==> src/l1s_pkg.sv <==
// Shared types and constants for the L1Sync port state machine.
package l1s_pkg;

    typedef enum logic [2:0] {
        ST_DISABLED     = 3'd0,
        ST_IDLE         = 3'd1,
        ST_PEER_SEEN    = 3'd2,
        ST_CONFIG_MATCH = 3'd3,
        ST_UP           = 3'd4
    } t_state;

    // Item function codes
    localparam logic [1:0] FUNC_TICK   = 2'd0;
    localparam logic [1:0] FUNC_SIGNAL = 2'd1;
    localparam logic [1:0] FUNC_EVAL   = 2'd2;

    // Port roles
    localparam logic [1:0] ROLE_MASTER = 2'd1;
    localparam logic [1:0] ROLE_SLAVE  = 2'd2;

    // Configuration register indexes
    localparam int          CFG_IDX_W       = 3;
    localparam int          CFG_DATA_W      = 8;
    localparam logic [2:0]  CFG_SYNC_ENABLE = 3'd0;
    localparam logic [2:0]  CFG_TX_COH      = 3'd1;
    localparam logic [2:0]  CFG_RX_COH      = 3'd2;
    localparam logic [2:0]  CFG_CONGRUENT   = 3'd3;
    localparam logic [2:0]  CFG_LOG_INTVL   = 3'd4;
    localparam logic [2:0]  CFG_RX_TIMEOUT  = 3'd5;

    // Bit positions within the configured / active triples
    localparam int BIT_TX   = 0;
    localparam int BIT_RX   = 1;
    localparam int BIT_CONG = 2;

    localparam int RX_TIMER_W = 26;
    localparam int TX_TIMER_W = 18;

    typedef struct packed {
        logic [1:0] func;
        logic       new_role;
        logic [1:0] port_role;
        logic       link_up;
        logic       pll_locked;
        logic [2:0] peer_cfg;
        logic [2:0] peer_act;
    } t_item;

    typedef struct packed {
        logic              sync_enable;
        logic [2:0]        local_cfg;
        logic signed [3:0] log_interval;
        logic [7:0]        receipt_timeout;
    } t_cfg;

    typedef struct packed {
        t_state                  state;
        logic                    alive;
        logic [2:0]              local_act;
        logic [2:0]              peer_cfg;
        logic [2:0]              peer_act;
        logic [RX_TIMER_W-1:0]   rx_timer;
        logic [TX_TIMER_W-1:0]   tx_timer;
        logic                    mode;
    } t_core;

    typedef struct packed {
        logic send;
        logic lock_on;
        logic lock_off;
        logic entered_up;
    } t_cmd;

endpackage

==> src/l1sync_port_state_machine.sv <==
// Top level of the L1Sync port state machine with its handshake stages.
//
// One item (tick, received signaling or evaluation) is taken per clock unless
// both stages are full: the item is held in an input register, the next port
// state is worked out from it in one pass of logic and written together with
// the result flags into the result register and the state registers. The port
// state, local active bits, peer alive flag and transmit timer shown on the
// result ports are the state registers themselves, which change only when a
// result is loaded, so they always belong to the result on offer. The input
// register keeps taking items while a result waits downstream, until both
// stages are full. Configuration writes are accepted in any cycle and should
// only be made while no item is in flight.
module l1sync_port_state_machine (
    input  logic                           i_clk,
    input  logic                           i_rst_n,
    // item input channel
    input  logic                           i_in_valid,
    output logic                           o_in_ready,
    input  logic [1:0]                     i_func,
    input  logic                           i_new_role,
    input  logic [1:0]                     i_port_role,
    input  logic                           i_link_up,
    input  logic                           i_pll_locked,
    input  logic                           i_peer_tx_cfg,
    input  logic                           i_peer_rx_cfg,
    input  logic                           i_peer_cong_cfg,
    input  logic                           i_peer_tx_act,
    input  logic                           i_peer_rx_act,
    input  logic                           i_peer_cong_act,
    // result output channel
    output logic                           o_out_valid,
    input  logic                           i_out_ready,
    output logic [2:0]                     o_sync_state,
    output logic                           o_send_signal,
    output logic                           o_pll_lock_on,
    output logic                           o_pll_lock_off,
    output logic                           o_accurate_mode,
    output logic                           o_entered_up,
    output logic                           o_tx_coh_active,
    output logic                           o_rx_coh_active,
    output logic                           o_cong_active,
    output logic                           o_peer_alive,
    output logic [17:0]                    o_next_delay,
    // configuration write channel
    input  logic                           i_cfg_valid,
    output logic                           o_cfg_ready,
    input  logic [l1s_pkg::CFG_IDX_W-1:0]  i_cfg_index,
    input  logic [l1s_pkg::CFG_DATA_W-1:0] i_cfg_data
);
    import l1s_pkg::*;

    t_cfg  r_cfg;
    t_item r_item;
    logic  r_item_valid;
    t_core r_core, n_core;
    t_cmd  r_cmd, n_cmd;
    logic  r_out_valid;

    logic  advance;

    // the input stage moves on whenever the result register is free or drains
    assign advance    = r_item_valid && (!r_out_valid || i_out_ready);
    assign o_in_ready = !r_item_valid || advance;
    assign o_cfg_ready = 1'b1;

    // configuration registers
    always_ff @(posedge i_clk) begin
        if (!i_rst_n) begin
            r_cfg.sync_enable     <= 1'b1;
            r_cfg.local_cfg       <= 3'b111;
            r_cfg.log_interval    <= 4'sd0;
            r_cfg.receipt_timeout <= 8'd3;
        end else if (i_cfg_valid) begin
            case (i_cfg_index)
                CFG_SYNC_ENABLE: r_cfg.sync_enable          <= i_cfg_data[0];
                CFG_TX_COH:      r_cfg.local_cfg[BIT_TX]    <= i_cfg_data[0];
                CFG_RX_COH:      r_cfg.local_cfg[BIT_RX]    <= i_cfg_data[0];
                CFG_CONGRUENT:   r_cfg.local_cfg[BIT_CONG]  <= i_cfg_data[0];
                CFG_LOG_INTVL:   r_cfg.log_interval         <= i_cfg_data[3:0];
                CFG_RX_TIMEOUT:  r_cfg.receipt_timeout      <= i_cfg_data;
                default:         r_cfg                      <= r_cfg;
            endcase
        end
    end

    // input register
    always_ff @(posedge i_clk) begin
        if (!i_rst_n) begin
            r_item_valid <= 1'b0;
        end else if (o_in_ready) begin
            r_item_valid <= i_in_valid;
        end
    end

    always_ff @(posedge i_clk) begin
        if (i_in_valid && o_in_ready) begin
            r_item.func       <= i_func;
            r_item.new_role   <= i_new_role;
            r_item.port_role  <= i_port_role;
            r_item.link_up    <= i_link_up;
            r_item.pll_locked <= i_pll_locked;
            r_item.peer_cfg   <= {i_peer_cong_cfg, i_peer_rx_cfg, i_peer_tx_cfg};
            r_item.peer_act   <= {i_peer_cong_act, i_peer_rx_act, i_peer_tx_act};
        end
    end

    l1s_step u_step (
        .i_item (r_item),
        .i_cfg  (r_cfg),
        .i_core (r_core),
        .o_core (n_core),
        .o_cmd  (n_cmd)
    );

    // port state: updated exactly when a result is loaded
    always_ff @(posedge i_clk) begin
        if (!i_rst_n) begin
            r_core <= '0;
        end else if (advance) begin
            r_core <= n_core;
        end
    end

    // result register
    always_ff @(posedge i_clk) begin
        if (!i_rst_n) begin
            r_out_valid <= 1'b0;
        end else if (advance) begin
            r_out_valid <= 1'b1;
        end else if (i_out_ready) begin
            r_out_valid <= 1'b0;
        end
    end

    always_ff @(posedge i_clk) begin
        if (advance) begin
            r_cmd <= n_cmd;
        end
    end

    assign o_out_valid     = r_out_valid;
    assign o_sync_state    = r_core.state;
    assign o_send_signal   = r_cmd.send;
    assign o_pll_lock_on   = r_cmd.lock_on;
    assign o_pll_lock_off  = r_cmd.lock_off;
    assign o_accurate_mode = r_core.mode;
    assign o_entered_up    = r_cmd.entered_up;
    assign o_tx_coh_active = r_core.local_act[BIT_TX];
    assign o_rx_coh_active = r_core.local_act[BIT_RX];
    assign o_cong_active   = r_core.local_act[BIT_CONG];
    assign o_peer_alive    = r_core.alive;
    assign o_next_delay    = r_core.tx_timer;

endmodule

==> src/l1s_step.sv <==
// Next-state logic of the L1Sync port machine for one transfer.
module l1s_step (
    input  l1s_pkg::t_item i_item,
    input  l1s_pkg::t_cfg  i_cfg,
    input  l1s_pkg::t_core i_core,
    output l1s_pkg::t_core o_core,
    output l1s_pkg::t_cmd  o_cmd
);
    import l1s_pkg::*;

    logic [3:0]            shamt;
    logic [TX_TIMER_W-1:0] interval;
    logic [RX_TIMER_W-1:0] rx_load;

    logic       master, slave, cong, link;
    logic       xmit, lon, loff, alive;
    logic [2:0] la, pa;
    logic       cfg_match, act_match;
    logic       f_idle, f_la, f_cm, f_up;
    t_state     s0, s_new;
    t_core      ev_core;
    t_cmd       ev_cmd;

    // interval = 4 << (log + 8); offset-binary of the signed log gives the shift
    assign shamt    = {~i_cfg.log_interval[3], i_cfg.log_interval[2:0]};
    assign interval = TX_TIMER_W'(4) << shamt;
    assign rx_load  = RX_TIMER_W'(i_cfg.receipt_timeout) << (5'(shamt) + 5'd2);

    assign master = (i_item.port_role == ROLE_MASTER);
    assign slave  = (i_item.port_role == ROLE_SLAVE);
    assign cong   = i_cfg.local_cfg[BIT_CONG];
    assign link   = i_item.link_up;

    // Evaluation event
    always_comb begin
        la    = i_core.local_act;
        alive = i_core.alive;
        xmit  = 1'b0;
        lon   = 1'b0;
        loff  = 1'b0;

        if (i_item.new_role && cong) begin
            xmit = 1'b1;
            if (master) begin
                la[BIT_RX] = 1'b0;
                loff       = 1'b1;
            end
        end
        // receive timer ran out: peer lost
        if (alive && (i_core.rx_timer == '0)) begin
            alive = 1'b0;
            if (slave) loff = 1'b1;
            xmit = 1'b1;
        end
        if (slave && cong) begin
            if (i_item.pll_locked) begin
                if (!la[BIT_RX]) xmit = 1'b1;
                la[BIT_RX] = 1'b1;
            end else begin
                la[BIT_RX] = 1'b0;
            end
        end
        if (master && cong) begin
            la[BIT_RX] = i_core.peer_act[BIT_TX] & i_core.peer_act[BIT_RX] & la[BIT_TX];
        end
        la[BIT_TX]   = link;
        la[BIT_CONG] = link;

        pa = ((i_core.state == ST_DISABLED) || (i_core.state == ST_IDLE)) ?
             3'b000 : i_core.peer_act;

        cfg_match = (i_cfg.local_cfg == i_core.peer_cfg);
        act_match = ((i_cfg.local_cfg & la & pa) == i_cfg.local_cfg);

        // disable override first, then lost peer forces idle
        s0 = i_core.state;
        if (!i_cfg.sync_enable || !link) s0 = ST_DISABLED;
        if (!alive) s0 = ST_IDLE;

        if (s0 == ST_DISABLED) xmit = i_cfg.sync_enable;

        // fall-through chain
        f_idle = ((s0 == ST_DISABLED) && i_cfg.sync_enable) || (s0 == ST_IDLE);
        f_la   = (f_idle && alive) || (s0 == ST_PEER_SEEN);
        f_cm   = (f_la && cfg_match) || (s0 == ST_CONFIG_MATCH);
        f_up   = f_cm && cfg_match && act_match;

        // config match lost drops back to the peer-seen state
        if (s0 == ST_UP)                  s_new = ST_UP;
        else if (f_up)                    s_new = ST_UP;
        else if (f_cm && cfg_match)       s_new = ST_CONFIG_MATCH;
        else if (f_la || f_cm)            s_new = ST_PEER_SEEN;
        else if (f_idle)                  s_new = ST_IDLE;
        else                              s_new = ST_DISABLED;

        if (f_cm && cfg_match && slave && cong && !la[BIT_RX]) lon = 1'b1;
        if (f_cm && cfg_match && master && cong) loff = 1'b1;

        if (i_core.tx_timer == '0) xmit = 1'b1;

        ev_core           = i_core;
        ev_core.state     = s_new;
        ev_core.alive     = alive;
        ev_core.local_act = la;
        ev_core.peer_act  = pa;
        ev_core.mode      = f_up ? 1'b1 : ((s0 == ST_UP) ? i_core.mode : 1'b0);

        ev_cmd            = '0;
        ev_cmd.lock_on    = lon;
        ev_cmd.lock_off   = loff;
        ev_cmd.entered_up = f_up;
        if ((s_new != ST_DISABLED) && xmit) begin
            ev_cmd.send      = 1'b1;
            ev_core.tx_timer = interval;
        end
    end

    always_comb begin
        o_core = i_core;
        o_cmd  = '0;
        case (i_item.func)
            FUNC_TICK: begin
                if (i_core.rx_timer != '0) o_core.rx_timer = i_core.rx_timer - 1'b1;
                if (i_core.tx_timer != '0) o_core.tx_timer = i_core.tx_timer - 1'b1;
            end
            FUNC_SIGNAL: begin
                o_core.rx_timer = rx_load;
                o_core.alive    = 1'b1;
                o_core.peer_cfg = i_item.peer_cfg;
                o_core.peer_act = i_item.peer_act;
            end
            FUNC_EVAL: begin
                o_core = ev_core;
                o_cmd  = ev_cmd;
            end
            default: begin
                o_core = i_core;
            end
        endcase
    end

endmodule

==> config.mk <==
export PLATFORM = sky130hd
export DESIGN_NAME = l1sync_port_state_machine
export DESIGN_NICKNAME = d
export VERILOG_FILES = /design/src/l1s_pkg.sv /design/src/l1sync_port_state_machine.sv /design/src/l1s_step.sv
export SDC_FILE = /design/constraint.sdc
export NUM_CORES = 1
export LEC_CHECK = 0
export ABC_CLOCK_PERIOD_IN_PS = 5200
export BUFFER_PORTS_ARGS = -buffer_cell sky130_fd_sc_hd__buf_4
export CELL_PAD_IN_SITES_DETAIL_PLACEMENT = 1
export CELL_PAD_IN_SITES_GLOBAL_PLACEMENT = 2
export CORE_MARGIN = 2
export CORE_UTILIZATION = 38
export DETAILED_ROUTE_END_ITERATION = 12
export GPL_TIMING_DRIVEN = 0
export PLACE_DENSITY = 0.94
export SLEW_MARGIN = 30
export SYNTH_ARGS = -nofsm -noshare
export SYNTH_HDL_FRONTEND = slang
export SYNTH_SLANG_ARGS = --single-unit
==> constraint.sdc <==
create_clock -name i_clk -period 5.2 [get_ports i_clk]
set_clock_uncertainty 0.2 [all_clocks]
set_input_delay 0.52 -clock i_clk [delete_from_list [all_inputs] [get_ports i_clk]]
set_output_delay 0.52 -clock i_clk [all_outputs]
set_load 0.1 [all_outputs]
Word level (Yosys, flattened, before mapping)
Cells that the tools add are included.

operators by class
  $lt $le $gt $ge = 0
  bitwise logic cells = 6
  add/sub/neg operators = 3
  shift-type cells = 2
  reductions and logical operators = 55
  multiply operators = 0
  div/mod/pow operators = 0
  eq/ne operators = 20
  mux-type cells = 39

operators by type and width
  cell                   number
  $pmux 26 s2            1
  $mux 18                2
  $pmux 18 s2            1
  $logic_not 26->1       1
  $mux 26                1
  $reduce_bool 26->1     1
  $shl 8x5->26           1
  $sub 26x1->26 const B  1
  $mux 1                 25
  $mux 3                 7
  $logic_not 18->1       1
  $reduce_bool 18->1     1
  $shl 3x4->18 const A   1
  $sub 18x1->18 const B  1
  $logic_and 1x1->1      17
  $reduce_and 2->1       8
  $eq 3x2->1 const B     4
  $pmux 6 s2             1
  $eq 3x1->1 const B     3
  $eq 3x3->1 const B     3
  $logic_not 3->1        3
  $reduce_and 3->1       3
  $logic_or 1x1->1       8
  $ne 2x1->1 const B     4
  other kinds (13)       26

word-level totals
  word-level logic and storage cells = 152
  memories = 0
  bits in registers = 93
  memory bits (writable) = 0
  latch bits = 0
  output and inout bits = 33
  bits of input ports = 29
  memory bits (read-only) = 0

Logic depth before layout (Yosys ltp)
  word-level depth = 20
  mapped depth = 10

Hierarchy
From an unflattened synthesis, not the netlist that was laid out.

second synthesis, totals
  cell total of the unflattened synthesis = 780
  area total of the unflattened synthesis = 6409.9 µm²

modules (own cells, without submodules)
  module                     sequential area each (µm²)  instances  cells an instance  area each (µm²)
  l1sync_port_state_machine  2031.9                      1          368                3689.8
  l1s_step                   0.0                         1          412                2720.1

Worst setup path after synthesis
Ideal clock, no wire load.

  path kind = register to register
  from = reg r_core, in the netlist o_peer_alive
  to = reg r_core, in the netlist o_next_delay[10]
  data arrival time = 2.747 ns
  stages on the path, launching flop included = 9
  path buffers = 2
  setup slack = 2.122 ns
  cells stage by stage = dfxtp_1 -> inv_1 -> o21ai_0 -> o22ai_1 -> nor4b_1 -> or2_0 -> buf_2 -> buf_2 -> o21ai_1

between the ends
  longest elaborated chain between the ends = 19
  elaborated cells on any way between the ends = 32

ends and longest elaborated chain
  what                          RTL line                          text
  start: declaration            l1sync_port_state_machine.sv:55   t_core r_core, n_core;
  start signal: assignment      l1sync_port_state_machine.sv:120  r_core <= n_core;
  $logic_and 1x1->1             l1s_step.sv:50                    if (alive && (i_core.rx_timer == '0)) begin
  $mux 1                        l1s_step.sv:50
  $mux 3                        l1s_step.sv:78                    if (!alive) s0 = ST_IDLE;
  $logic_not 3->1               l1s_step.sv:80, l1s_step.sv:83
  $logic_and 1x1->1             l1s_step.sv:83                    f_idle = ((s0 == ST_DISABLED) && i_cfg.sync_enable) || (s0 == ST_IDLE);
  $logic_or 1x1->1              l1s_step.sv:83
  $logic_and 1x1->1             l1s_step.sv:84                    f_la = (f_idle && alive) || (s0 == ST_PEER_SEEN);
  $logic_or 1x1->1              l1s_step.sv:84
  (+3 left out)                 --
  $mux 3                        l1s_step.sv:92                    else if (f_la || f_cm) s_new = ST_PEER_SEEN;
  $mux 3                        l1s_step.sv:91                    else if (f_cm && cfg_match) s_new = ST_CONFIG_MATCH;
  $mux 3                        l1s_step.sv:90                    else if (f_up) s_new = ST_UP;
  $mux 3                        l1s_step.sv:89                    if (s0 == ST_UP) s_new = ST_UP;
  $reduce_bool 3->1             l1s_step.sv:112                   if ((s_new != ST_DISABLED) && xmit) begin
  $logic_and 1x1->1 *           l1s_step.sv:112
  $ne 2x1->1 (no line) *        --
  $reduce_and 4->1 (no line) *  --

Every way passes the cells marked *; elsewhere a longest branch is shown, timed or not.
A chain may end at the register's enable or synchronous reset.

Worst setup path after layout
  from = reg r_core[19] in the netlist's numbering
  to = reg r_core, in the netlist o_next_delay[14]

between the ends
  longest elaborated chain between the ends = 20
  elaborated cells on any way between the ends = 33

ends and longest elaborated chain
  what                          RTL line
  $logic_not 26->1 *            l1s_step.sv:50
  $logic_and 1x1->1 *           l1s_step.sv:50
  $mux 1                        l1s_step.sv:50
  $mux 3                        l1s_step.sv:78
  $logic_not 3->1               l1s_step.sv:80, l1s_step.sv:83
  $logic_and 1x1->1             l1s_step.sv:83
  $logic_or 1x1->1              l1s_step.sv:83
  $logic_and 1x1->1             l1s_step.sv:84
  (+4 left out)                 --
  $mux 3                        l1s_step.sv:92
  $mux 3                        l1s_step.sv:91
  $mux 3                        l1s_step.sv:90
  $mux 3                        l1s_step.sv:89
  $reduce_bool 3->1             l1s_step.sv:112
  $logic_and 1x1->1 *           l1s_step.sv:112
  $ne 2x1->1 (no line) *        --
  $reduce_and 4->1 (no line) *  --

Marks and branches as above.

==> flow_metrics.env <==
export IMPL_status="completed"
export IMPL_num_rows=44
export IMPL_ff2ff_setup_slack_ns=1.81
export IMPL_r2r_cells=9
export IMPL_grt_max_degree=19
export IMPL_seqCellArea_mm2=0.00201
export IMPL_dr_first_iter_drc_count=469
export IMPL_critical_path_max_stage_delay_ns=0.51
export IMPL_yosysWarningCount=0
export IMPL_insertion_delay_ns=0.36
export IMPL_fin_cells=984
export IMPL_drc_errors=0
export IMPL_path_clk_slew_ns=0.08
export IMPL_diodes=0
export IMPL_drv_cap=0
export IMPL_tightest_slew_ns=0.905
export IMPL_syn_inst=724
export IMPL_ir_drop_uv=194
export IMPL_r2r_end="o_next_delay[14]"
export IMPL_setup_violations=0
export IMPL_num_nets_final=831
export IMPL_cts_buffers=9
export IMPL_vias=6029
export IMPL_drive_above_1_share_pct=16.0
export IMPL_layout_min_cycle_time_ns=3.39
export IMPL_synth_main_ff_cell="dfxtp_1"
export IMPL_syn_nets=760
export IMPL_yosys_area_top_type="dfxtp_1"
export IMPL_async_flop_share_pct=0
export IMPL_antenna_found_initial=0
export IMPL_grt_pass1_vias=5994
export IMPL_synthDistinctLibCells=72
export IMPL_ctsResizeCount=0
export IMPL_cts_root_buf="clkbuf_16"
export IMPL_start_util_pct=39.1
export IMPL_cts_num_sinks=92
export IMPL_power_density_mw_per_mm2=316
export IMPL_slowest_stage="nor3b_2"
export IMPL_place_inst=968
export IMPL_synth_top_area_share_pct=26.3
export IMPL_top_level_ports=62
export IMPL_synth_area_leaders="dfxtp_1, edfxtp_1, nor2_1, nand2_1, a21oi_1"
export IMPL_finalMaxSlewViolations=0
export IMPL_critPathCaptureType="flip-flop"
export IMPL_hold_depth=1
export IMPL_p_total_mw=2.12
export IMPL_hold_path_end="r_item[5]"
export IMPL_ctsLongestPathBuffers=2
export IMPL_power_leakage_nw=2.53
export IMPL_fin_ws_ns=1.81
export IMPL_die_area_mm2=0.0160
export IMPL_die_w_um=127
export IMPL_port_buffers=59
export IMPL_die_h_um=127
export IMPL_grt_use_total_pct=25.2
export IMPL_drt_pass1_iterations=7
export IMPL_slew_headroom_pct=38.8
export IMPL_synth_seq_cells=92
export IMPL_r2r_start="r_core[19]"
export IMPL_netlist_area_mm2=0.00571
export IMPL_detailedPlace_worstSlack_ns=1.43
export IMPL_postCtsHoldBufs=0
export IMPL_grt_pass1_wl_um=32400
export IMPL_placeableCoreArea_mm2=0.0146
export IMPL_hold_viol=0
export IMPL_multi_input_comb_area_mm2=0.00328
export IMPL_syn_avg_cell_area_um2=7.89
export IMPL_required_ns=5.22
export IMPL_drtAntennaViolNets=0
export IMPL_grt_setup_unrepaired="no"
export IMPL_start_kind="flip-flop"
export IMPL_routed_wl_um=20500
export IMPL_via_per_inst=6.13
export IMPL_worstHoldPathType="in -> reg"
export IMPL_post_cts_setup_buffers=0
export IMPL_drt_wirelength_per_cell_um=20.9
export IMPL_place_hpwl_um=15200
export IMPL_cts_tree="yes"
export IMPL_synth_edf_count=17
export IMPL_area_growth_pct=17.2
export IMPL_fillers=1779
export IMPL_crit_chain="inv_1 > ha_1 > nor3b_2 > nand2_1 > nor4_4 > o21ai_2 > clkbuf_1 > o311ai_1 > o31ai_1"
export IMPL_grt_overflow=0
export IMPL_setup_tns_ns=0
export IMPL_h_tree_depth=3
export IMPL_fin_crit_sh_pct=65.2
export IMPL_max_freq_mhz=295
export IMPL_globalplace_congestion=0.941
export IMPL_critical_path_class="reg -> reg"
export IMPL_ys_seq_area_share_pct=35.2
export IMPL_crit_arrival_ns=3.42
export IMPL_worstPathMaxFanout=10
export IMPL_holdCritStartpoint="i_peer_cong_cfg"
[sequential cells by signal, summed over array words and instances (netlist names), 3 cells and up]
register      count
o_next_delay     18
r_cfg            16
r_item           13
r_core           32
o_sync_state      3
[cell usage after synthesis, types with 6 or more instances]
master    instances
nor4_1           15
or3_1             6
mux2i_1          14
o21ai_0          44
o21ai_1          16
o311ai_1          7
edfxtp_1         17
o22ai_1           9
mux2_2            6
nand3_1          25
o31ai_1           6
or4_1             7
nor2b_1           8
o311ai_0          9
inv_1            20
dfxtp_1          75
clkbuf_1         40
ha_1              7
and3_1            6
buf_4            23
a31oi_1           9
o32ai_1           7
a22oi_1           8
nand2_1          76
nand4_1           8
xor2_1            6
a21oi_1          52
nand2b_1          6
nor3_1           21
nor3b_1           8
nor2_1           79
o211ai_1          8
[worst max path at each step]
stage                       startpoint          endpoint  slack, ns
after detailed placement    r_core[19]  o_next_delay[14]       1.43
after global placement      r_core[19]  o_next_delay[10]       1.47
final                       r_core[19]  o_next_delay[14]       1.81
after global routing        r_core[19]   o_next_delay[2]       1.53
after floorplan           o_peer_alive  o_next_delay[10]       2.12
after CTS                   r_core[19]  o_next_delay[14]       1.42
[critical path: cells and delay by family (launching register included)]
family          cells  cell delay (ns)
fa+ha+maj           1             0.19
simple gates        3             1.38
flops               1             0.35
buf+inv             2             0.39
compound gates      3             0.74
[cells in the final DEF (no fill, tap or decap), types with 9 or more instances in the layout]
master | Yosys | layout
nor2_1 | 79 | 79
nor3_1 | 21 | 21
nand2_1 | 76 | 76
clkbuf_1 | 40 | 41
a31oi_1 | 9 | 9
clkbuf_16 | 0 | 9
nor4_1 | 15 | 13
buf_4 | 23 | 82
o311ai_0 | 9 | 9
nand3_1 | 25 | 25
inv_1 | 20 | 20
o21ai_0 | 44 | 44
dfxtp_1 | 75 | 75
edfxtp_1 | 17 | 17
o21ai_1 | 16 | 16
o22ai_1 | 9 | 9
a21oi_1 | 52 | 52
mux2i_1 | 14 | 14
[metrics by stage]
step	instance area (um2)	hold slack [ns]	util, %
after floorplan	5710	0.249	-
after global placement	6380	0.263	43.8
after detailed placement	6410	0.286	43.9
after CTS	6690	0.122	45.9
after global routing	6700	0.118	45.9
final	6700	0.125	45.9
[cell families after synthesis]
group | after synthesis | share of synthesized area (%)
flip-flops | 92 | 35.2
XOR/XNOR | 8 | 1.23
buffers and inverters | 92 | 7.80
multiplexers | 23 | 4.82
AND/OR/NAND/NOR | 285 | 24.7
adder cells (fa/ha/maj) | 7 | 1.53
AO/OA/AOI/OAI | 216 | 24.6
other | 1 | 0.0657
[cell type report]
cell class / instances / share of cell area (%)
multi-input combinational: 540 / 48.9
sequential: 92 / 30.1
timing repair buffer: 60 / 6.69
buffer: 71 / 5.48
tap: 184 / 3.44
clock buffer: 10 / 3.42
inverter: 21 / 1.18
clock inverter: 6 / 0.804
[report_power, final]
part | total [mW] | internal, mW | leakage [nW] | switching [mW]
Sequential | 0.796 | 0.760 | 0.775 | 0.0362
Combinational | 0.657 | 0.215 | 1.62 | 0.442
Clock | 0.663 | 0.335 | 0.136 | 0.328
[metal layers]
| layer | GRT usage, % | part of all wire, % |
|---|---|---|
| met5 | 0 | 0 |
| met2 | 40.4 | 46 |
| met4 | 7.43 | 1.7 |
| met1 | 34.6 | 45 |
| met3 | 5.06 | 7.3 |
(Power assumes the default switching activity.)
